[config.mk]
export PLATFORM = sky130hd
export DESIGN_NAME = pdp11_single_operand_alu_core
export DESIGN_NICKNAME = d
export VERILOG_FILES = /design/src/hdl/sopalu_pkg.sv /design/src/hdl/sopalu_exec.sv /design/src/hdl/pdp11_single_operand_alu_core.sv
export SDC_FILE = /design/constraint.sdc
export NUM_CORES = 1
export LEC_CHECK = 0
export BUFFER_PORTS_ARGS = -buffer_cell sky130_fd_sc_hd__buf_2
export CORE_MARGIN = 1.5
export CORE_UTILIZATION = 45
export DETAILED_ROUTE_END_ITERATION = 8
export PLACE_DENSITY = 0.72
export SYNTH_ARGS = -nofsm -noshare
export SYNTH_HDL_FRONTEND = slang
export SYNTH_SLANG_ARGS = --single-unit
[constraint.sdc]
create_clock -name clk -period 2.44 [get_ports clk]
set_input_delay 0.488 -clock clk [delete_from_list [all_inputs] [get_ports clk]]
set_output_delay 0.488 -clock clk [all_outputs]
set_load 0.02 [all_outputs]
[src/hdl/sopalu_pkg.sv]
// shared types and constants for the single-operand alu
// no dependencies
`default_nettype none

package sopalu_pkg;

  // instruction codes as presented on the operation field
  typedef enum logic [3:0] {
    OP_CLRB = 4'd0,
    OP_COMB = 4'd1,
    OP_INCB = 4'd2,
    OP_DECB = 4'd3,
    OP_NEGB = 4'd4,
    OP_ADCB = 4'd5,
    OP_SBCB = 4'd6,
    OP_TSTB = 4'd7,
    OP_RORB = 4'd8,
    OP_ROLB = 4'd9,
    OP_ASRB = 4'd10,
    OP_ASLB = 4'd11,
    OP_ASL  = 4'd12,
    OP_MTPS = 4'd13,
    OP_MFPS = 4'd14,
    OP_SXT  = 4'd15
  } op_t;

  // status word bit positions
  localparam int FLAG_C = 0;
  localparam int FLAG_V = 1;
  localparam int FLAG_Z = 2;
  localparam int FLAG_N = 3;
  localparam int FLAG_T = 4;

  localparam logic [7:0] BYTE_MAX_POS = 8'o177;
  localparam logic [7:0] BYTE_MIN_NEG = 8'o200;
  localparam logic [7:0] BYTE_ALL_ONE = 8'o377;

  // everything one instruction produces
  typedef struct packed {
    logic [15:0] value;
    logic        write_en;
    logic        write_byte;
    logic [7:0]  status;
  } alu_res_t;

endpackage

`default_nettype wire

[src/hdl/sopalu_exec.sv]
// combinational execute logic for one single-operand instruction
// depends on sopalu_pkg
`default_nettype none

module sopalu_exec (
  input  wire logic [3:0]          operation,
  input  wire logic [15:0]         operand,
  input  wire logic                operand_valid,
  input  wire logic                dest_is_register,
  input  wire logic [7:0]          status,
  output sopalu_pkg::alu_res_t     res
);
  import sopalu_pkg::*;

  always_comb begin
    logic [7:0]  st;
    logic [7:0]  src;
    logic [7:0]  r8;
    logic [15:0] r16;
    logic        cin;
    logic [15:0] val;
    logic        we;
    logic        wbyte;

    st    = status;
    src   = operand[7:0];
    cin   = status[FLAG_C];
    r8    = '0;
    r16   = '0;
    val   = '0;
    we    = 1'b0;
    wbyte = 1'b1;

    if (operand_valid) begin
      unique case (op_t'(operation))
        OP_CLRB: begin
          we = 1'b1;
          st[FLAG_N] = 1'b0;
          st[FLAG_Z] = 1'b1;
          st[FLAG_V] = 1'b0;
          st[FLAG_C] = 1'b0;
        end
        OP_COMB: begin
          r8 = ~src;
          we = 1'b1;
          st[FLAG_N] = r8[7];
          st[FLAG_Z] = (r8 == 8'h00);
          st[FLAG_V] = 1'b0;
          st[FLAG_C] = 1'b1;
        end
        OP_INCB: begin
          r8 = src + 8'd1;
          we = 1'b1;
          st[FLAG_V] = (src == BYTE_MAX_POS);
          st[FLAG_N] = r8[7];
          st[FLAG_Z] = (r8 == 8'h00);
        end
        OP_DECB: begin
          r8 = src - 8'd1;
          we = 1'b1;
          st[FLAG_V] = (src == BYTE_MIN_NEG);
          st[FLAG_N] = r8[7];
          st[FLAG_Z] = (r8 == 8'h00);
        end
        OP_NEGB: begin
          r8 = 8'd0 - src;
          we = 1'b1;
          st[FLAG_V] = (r8 == BYTE_MIN_NEG);
          st[FLAG_N] = r8[7];
          st[FLAG_Z] = (r8 == 8'h00);
          st[FLAG_C] = (r8 != 8'h00);
        end
        OP_ADCB: begin
          r8 = src + {7'd0, cin};
          we = 1'b1;
          st[FLAG_V] = (src == BYTE_MAX_POS) && cin;
          st[FLAG_C] = (src == BYTE_ALL_ONE) && cin;
          st[FLAG_N] = r8[7];
          st[FLAG_Z] = (r8 == 8'h00);
        end
        OP_SBCB: begin
          r8 = src - {7'd0, cin};
          we = 1'b1;
          // overflow flag follows the operand alone, carry or not
          st[FLAG_V] = (src == BYTE_MIN_NEG);
          st[FLAG_C] = (src == 8'h00) && cin;
          st[FLAG_N] = r8[7];
          st[FLAG_Z] = (r8 == 8'h00);
        end
        OP_TSTB: begin
          st[FLAG_V] = 1'b0;
          st[FLAG_C] = 1'b0;
          st[FLAG_N] = src[7];
          st[FLAG_Z] = (src == 8'h00);
        end
        OP_RORB: begin
          r8 = {cin, src[7:1]};
          we = 1'b1;
          st[FLAG_C] = src[0];
          st[FLAG_N] = r8[7];
          st[FLAG_Z] = (r8 == 8'h00);
          st[FLAG_V] = r8[7] ^ src[0];
        end
        OP_ROLB: begin
          r8 = {src[6:0], cin};
          we = 1'b1;
          st[FLAG_C] = src[7];
          st[FLAG_N] = r8[7];
          st[FLAG_Z] = (r8 == 8'h00);
          st[FLAG_V] = r8[7] ^ src[7];
        end
        OP_ASRB: begin
          r8 = {src[7], src[7:1]};
          we = 1'b1;
          st[FLAG_C] = src[0];
          st[FLAG_N] = r8[7];
          st[FLAG_Z] = (r8 == 8'h00);
          st[FLAG_V] = r8[7] ^ src[0];
        end
        OP_ASLB: begin
          r8 = {src[6:0], 1'b0};
          we = 1'b1;
          st[FLAG_C] = src[7];
          st[FLAG_N] = r8[7];
          st[FLAG_Z] = (r8 == 8'h00);
          st[FLAG_V] = r8[7] ^ src[7];
        end
        OP_ASL: begin
          r16   = {operand[14:0], 1'b0};
          we    = 1'b1;
          wbyte = 1'b0;
          st[FLAG_C] = operand[15];
          st[FLAG_N] = r16[15];
          st[FLAG_Z] = (r16 == 16'h0000);
          st[FLAG_V] = r16[15] ^ operand[15];
        end
        OP_MTPS: begin
          // trace bit is not loadable here
          st = {src[7:5], status[FLAG_T], src[3:0]};
        end
        OP_MFPS: begin
          we = 1'b1;
          if (dest_is_register) begin
            r16   = {{8{status[7]}}, status};
            wbyte = 1'b0;
          end else begin
            r8 = status;
          end
          st[FLAG_N] = status[7];
          st[FLAG_Z] = (status == 8'h00);
          st[FLAG_V] = 1'b0;
        end
        OP_SXT: begin
          r16   = {16{status[FLAG_N]}};
          we    = 1'b1;
          wbyte = 1'b0;
          st[FLAG_Z] = ~status[FLAG_N];
          st[FLAG_V] = 1'b0;
        end
      endcase
    end

    val = wbyte ? {8'h00, r8} : r16;
    if (!we) begin
      val   = '0;
      wbyte = 1'b0;
    end

    res.value      = val;
    res.write_en   = we;
    res.write_byte = wbyte;
    res.status     = st;
  end

endmodule

`default_nettype wire

[src/hdl/pdp11_single_operand_alu_core.sv]
// top level of the single-operand alu: input register, execute, result register
// depends on sopalu_pkg and sopalu_exec
// a result passes through the input register and then the result register
// throughput: one instruction per cycle while out_stall does not hold a full result stage
// reset: synchronous rst clears the status word and both stage valid flags
`default_nettype none

module pdp11_single_operand_alu_core (
  input  wire logic        clk,
  input  wire logic        rst,

  input  wire logic        in_valid,
  output logic             in_stall,
  input  wire logic [3:0]  operation,
  input  wire logic [15:0] operand,
  input  wire logic        operand_valid,
  input  wire logic        dest_is_register,

  output logic             out_valid,
  input  wire logic        out_stall,
  output logic [15:0]      result_value,
  output logic             write_enable,
  output logic             write_is_byte,
  output logic [7:0]       status_out
);
  import sopalu_pkg::*;

  // input stage registers
  logic        in_full;
  logic [3:0]  op_q;
  logic [15:0] opnd_q;
  logic        ovalid_q;
  logic        dreg_q;

  // processor status word, architectural state
  logic [7:0]  status;

  // result stage registers
  logic        out_full;
  alu_res_t    res_q;

  alu_res_t    res;
  logic        advance;
  logic        in_xfer;

  // the input stage moves forward whenever the result slot is free or draining
  assign advance  = in_full && !(out_full && out_stall);
  // the input stage can take a new transfer if empty or emptying this cycle
  assign in_stall = in_full && !advance;
  assign in_xfer  = in_valid && !in_stall;

  sopalu_exec u_exec (
    .operation        (op_q),
    .operand          (opnd_q),
    .operand_valid    (ovalid_q),
    .dest_is_register (dreg_q),
    .status           (status),
    .res              (res)
  );

  // input stage
  always_ff @(posedge clk) begin
    if (rst) begin
      in_full <= 1'b0;
    end else if (in_xfer) begin
      in_full <= 1'b1;
    end else if (advance) begin
      in_full <= 1'b0;
    end
  end

  always_ff @(posedge clk) begin
    if (in_xfer) begin
      op_q     <= operation;
      opnd_q   <= operand;
      ovalid_q <= operand_valid;
      dreg_q   <= dest_is_register;
    end
  end

  // status commits exactly when an instruction moves into the result stage
  always_ff @(posedge clk) begin
    if (rst) begin
      status <= '0;
    end else if (advance) begin
      status <= res.status;
    end
  end

  // result stage
  always_ff @(posedge clk) begin
    if (rst) begin
      out_full <= 1'b0;
    end else if (advance) begin
      out_full <= 1'b1;
    end else if (!out_stall) begin
      out_full <= 1'b0;
    end
  end

  always_ff @(posedge clk) begin
    if (advance) begin
      res_q <= res;
    end
  end

  assign out_valid     = out_full;
  assign result_value  = res_q.value;
  assign write_enable  = res_q.write_en;
  assign write_is_byte = res_q.write_byte;
  assign status_out    = res_q.status;

endmodule

`default_nettype wire

# ---- Yosys cells after proc, flatten, opt, wreduce, memory -nomap -nowiden
# Index checks and enable logic that the tools add are counted.
dict set report word_totals {
  register_bits 58
  input_bits 26
}
dict set report classes {
  mux 21
  addsub 5
  eq_ne 20
  reduce_logical 33
  n_bitwise 8
}
# operator n
set ops {}
lappend ops {{$logic_not 8->1} 11}
lappend ops {{$pmux 8 s11} 1}
lappend ops {{$pmux 16 s3} 1}
lappend ops {{$mux 8} 5}
lappend ops {{$eq 4x4->1 const B} 8}
lappend ops {{$pmux 2 s16} 1}
lappend ops {{$eq 8x8->1 const B} 3}
lappend ops {{$eq 4x3->1 const B} 4}
lappend ops {{$mux 16} 1}
lappend ops {{$logic_not 15->1} 1}
lappend ops {{$reduce_or 14->1} 1}
lappend ops {{$pmux 1 s13} 1}
lappend ops {{$add 8x1->8} 1}
lappend ops {{$add 8x1->8 const B} 1}
lappend ops {{$eq 4x2->1 const B} 2}
lappend ops {{$eq 8x7->1 const B} 1}
lappend ops {{$mux 1} 8}
lappend ops {{$not 8->8} 1}
lappend ops {{$pmux 1 s8} 1}
lappend ops {{$reduce_bool 8->1} 1}
lappend ops {{$reduce_or 2->1} 4}
lappend ops {{$sub 1x8->8 const A} 1}
lappend ops {{$sub 8x1->8} 1}
lappend ops {{$sub 8x1->8 const B} 1}
lappend ops {{other kinds (12)} 26}

# ---- Logic depth before layout (Yosys ltp)
dict set report depth {
  ltp_word 8
  mapped_depth 11
  mapped_depth_nobuf 8
}

# ---- By module
# From an unflattened synthesis, not the netlist that was laid out.
dict set report unflattened {
  cells_unflattened 479
  hier_area_um2 4359.2
}
# module seq_area_each_um2 n_inst area_each_um2 cells_per_inst
set by_module_without_submodules {}
lappend by_module_without_submodules {sopalu_exec 0.0 1 2479.9 387}
lappend by_module_without_submodules {pdp11_single_operand_alu_core 1641.6 1 1879.3 92}

# ---- Worst setup path after synthesis
# No wires, ideal clock.
dict set report synth_timing {
  path_kind {register to register}
  from {register opnd_q[0]}
  to {register res_q, in the netlist status_out[2], data pin}
  arrival_time_ps 2289
  setup_ps 267
  path_stages_with_launch 12
  required_time_ps 2173
  n_path_buf 3
  path_slack_ps -116
  cell_sequence {edfxtp_1 -> buf_2 -> inv_1 -> ha_1 -> buf_2 -> or3b_1 -> clkbuf_1 -> and3_1 -> o21ai_1 -> nor4_1 -> nor3_1 -> a21oi_1}
}
# element line_no
set synth_rtl {}
lappend synth_rtl {{start: declaration} pdp11_single_operand_alu_core.sv:31} ;# logic [15:0] opnd_q;
lappend synth_rtl {{start signal: assignment} pdp11_single_operand_alu_core.sv:75} ;# opnd_q <= operand;
lappend synth_rtl {{end signal: assignment} pdp11_single_operand_alu_core.sv:103} ;# res_q <= res;
lappend synth_rtl {{end: declaration} pdp11_single_operand_alu_core.sv:40} ;# alu_res_t res_q;

==> impl_metrics.csv <==
group,metric,value,unit
status,status,"complete, no violations",
placement,dp_hpwl,10700,um
setup_path,ff2ff_setup_slack,0.03,ns
setup_path,r2r-end,"status_out[2]",
worst_hold_path,min_path_cells,1,
setup_path,required,2.51,ns
detailed_routing,dr.pass1.iters,5,
job,drv_cap,0,
placement,place_congestion,1.00,
detailed_routing,drc,0,
cts,htreeDepth,2,
worst_hold_path,hold_path_end,"opnd_q[14]",
detailed_routing,viasPerCell,6.33,
floorplanning,dieHeight,100,um
sta,relSlewSlack,63.7,%
cts,clkLatencyLatePin,0.32,ns
grt,grt_pass1_wl,21800,um
sta,slew_violations,0,
logic_synthesis,async_flop_share,0,%
detailed_routing,routedWlPerCell,20.4,um
logic_synthesis,ys_ff_latch,56,
setup_path,critPathKind,"flip-flop to flip-flop",
pwr,ir_worst_vdd,240,uV
logic_synthesis,synth-edff-count,47,
setup_path,r2r-start,"opnd_q[0]",
setup_path,reg2reg_depth,7,
sta,setup-violations-final,0,
cts,cts_buffers,5,
cts,cts_sinks,56,
pwr,p_per_area,421,mW/mm2
floorplanning,ios,54,
cells_and_area,diodes,0,
floorplanning,die_w,100,um
worst_hold_path,holdCritPathClass,"input port to flip-flop",
setup_path,arrival,2.48,ns
floorplanning,initial_core_util,46.1,%
logic_synthesis,synth.net_count,518,
detailed_routing,vias,4407,
cells_and_area,final_nets,624,
setup_path,startpoint_type,"flip-flop",
sta,tns,0,ns
cts,cts.reportedPaths.clkPinSlew,0.11,ns
sta,finalClockSkew,0.0136,ns
detailed_routing,drt_iter0_drc,437,
cells_and_area,instances_no_fill,696,
pwr,leakage,2.08,nW
logic_synthesis,postSynthCellCount,478,
grt,track_usage,28.4,%
sta,period_needed,2.41,ns
sta,finalHoldViolCount,0,
logic_synthesis,ys_seq_area_share,37.5,%
cells_and_area,n_fill_cell,835,
sta,fmax,0.415,GHz
placement,portBuffers,52,
grt,overflow,0,
cts,postCtsHoldBufs,0,
sta,fin_crit_sh,98.8,%
cells_and_area,layout-drive-gt1-share,32.3,%
grt,grt_max_degree,32,
setup_path,critPathCaptureType,"flip-flop",
floorplanning,dieArea,0.0100,mm2
setup_path,cp-startpoint,"opnd_q[0]",
floorplanning,rows,35,
logic_synthesis,synth_warnings,0,
logic_synthesis,synth.cell_area,0.00424,mm2
cts,cts-root-buf,"clkbuf_8",
sta,tightestPinTransition,0.531,ns
cts,cts_tree,"done",
detailed_routing,drt_wl_total,14200,um
logic_synthesis,syn_avg_cell_area,8.87,um2
logic_synthesis,synth_ff_type,"edfxtp_1",
cts,clockBufferDepth,2,
setup_path,crit_fanout,9,
placement,dp_cells,682,
grt,antenna_found_initial,0,
grt,grt_pass1_vias,3972,
detailed_routing,ant_nets,0,
floorplanning,core_area,0.00920,mm2
worst_hold_path,min_from,"operand[14]",
cells_and_area,syn2layout_area_growth,26.5,%
logic_synthesis,yosysUniqueCellTypes,81,
==> cells in the final DEF, fill, tap and decap left out, drive strengths merged, types with 4 or more instances in the layout <==
master | synthesis | routed
nand2 | 50 | 50
nor2b | 8 | 8
edfxtp | 47 | 47
nor3 | 17 | 17
a21oi | 38 | 38
nor4 | 13 | 13
nand2b | 7 | 7
a2111oi | 6 | 6
o21ai | 21 | 21
ha | 14 | 14
a311oi | 4 | 4
inv | 13 | 14
o22ai | 5 | 5
a21o | 4 | 4
mux2i | 10 | 10
xnor2 | 9 | 9
clkbuf | 21 | 5
nand3 | 13 | 13
nor2 | 33 | 33
and3 | 6 | 6
o221ai | 4 | 4
nand4 | 7 | 7
and2 | 6 | 6
buf | 25 | 145
a31oi | 10 | 10
dfxtp | 9 | 9
xor2 | 5 | 5
nor4b | 4 | 4
==> metal layers <==
layer	global-route usage, %	wire length (um)	part of all wire (%)	vias to the layer above
met4	9.97	493	3.5	0
met1	39.1	6000	42	2092
met2	45.2	6480	46	253
met3	4.67	1210	8.6	34
li1	-	-	-	2028
met5	0	0	0	-
==> kinds of logic after synthesis <==
group | share of synthesized area (%)
muxes | 2.63
adders and majority gates | 4.13
and+or+nand+nor | 24.2
other | 0.0884
DFF | 37.5
xor gates and xnor gates | 2.89
buffers and inverters | 6.25
AOI/OAI and AO/OA | 22.3
==> how the worst max path moves through the flow <==
stage                                  to  slack, ns  cells after the start
after floorplan             status_out[2]       0.01                     11
after CTS                 result_value[6]      0.003                      8
after detailed placement  result_value[6]      0.009                      8
after global routing        status_out[2]     -0.009                      7
after global placement      status_out[2]       0.06                      9
final                       status_out[2]       0.03                      7
==> cells in the mapped netlist (4+ instances only) <==
master | number | area share, %
a2111oi_0 | 5 | 1.0
xnor2_1 | 9 | 1.9
a31oi_1 | 10 | 1.5
a21oi_1 | 38 | 4.5
nand2b_1 | 7 | 1.0
o21ai_0 | 18 | 2.1
inv_1 | 13 | 1.2
nand3_1 | 13 | 1.5
buf_2 | 19 | 2.2
nand2_1 | 50 | 4.4
and2_1 | 6 | 0.89
nor3_1 | 15 | 1.8
edfxtp_1 | 47 | 33
nand4_1 | 7 | 1.0
ha_1 | 14 | 4.1
clkbuf_1 | 20 | 1.8
and3_1 | 6 | 0.89
o22ai_1 | 5 | 0.74
nor2_1 | 33 | 2.9
a21o_1 | 4 | 0.71
nor2b_1 | 8 | 1.2
mux2i_1 | 10 | 2.4
o221ai_1 | 4 | 0.83
nor4_1 | 12 | 1.8
dfxtp_1 | 9 | 4.2
xor2_1 | 5 | 1.0
a311oi_1 | 4 | 0.83
==> worst max-delay path, stage by stage (launching register included) <==
cell	delay [ns]
edfxtp_1	0.46
buf_4	0.22
ha_1	0.30
nand3_1	0.18
o221ai_1	0.14
or4_1	0.52
nor3_2	0.26
a21oi_1	0.09
==> where the power goes <==
| part | switching [mW] | internal (mW) |
|---|---|---|
| clock | 0.327 | 0.205 |
| combinational | 0.357 | 0.250 |
| sequential | 0.0306 | 1.09 |
==> flip-flops by register name (all words and copies together), names as in the netlist <==
| name | flops |
|---|---|
| status_out | 7 |
| ovalid_q | 1 |
| opnd_q | 16 |
| write_enable | 1 |
| out_valid | 1 |
| result_value | 16 |
| op_q | 4 |
| write_is_byte | 1 |
| in_full | 1 |
| status | 7 |
| dreg_q | 1 |
==> layout make-up <==
cell class                      instances  area, um2  area share [%]
Inverter                               13       48.8           0.910
Multi-Input combinational cell        363       2490            46.3
Clock buffer                            5       68.8            1.28
Timing Repair Buffer                  145       1010            18.8
Sequential cell                        56       1590            29.7
Tap cell                              111        139            2.59
Clock inverter                          3       21.3           0.396
==> what timing repair did <==
action / in CTS / in global routing
endpoints found under the setup margin: 0 / 12
endpoints found under the hold margin: 0 / 0
buffers inserted: 0 / 6
resized for setup: 0 / 18
==> per-stage QoR <==
stage	power, mW	hold slack [ns]	cell area (um2)	utilization [%]	setup WS [ns]
floorplan	1.48	0.444	4260	-	0.0115
global placement	1.71	0.460	5150	56.0	0.0645
finish	2.26	0.335	5370	58.3	0.0302
global route	2.34	0.320	5370	58.3	-0.00877
CTS	2.24	0.333	5240	57.0	0.00283
detailed placement	1.71	0.505	5150	56.0	0.00880
Note: power is estimated with default switching activity, not from simulation.
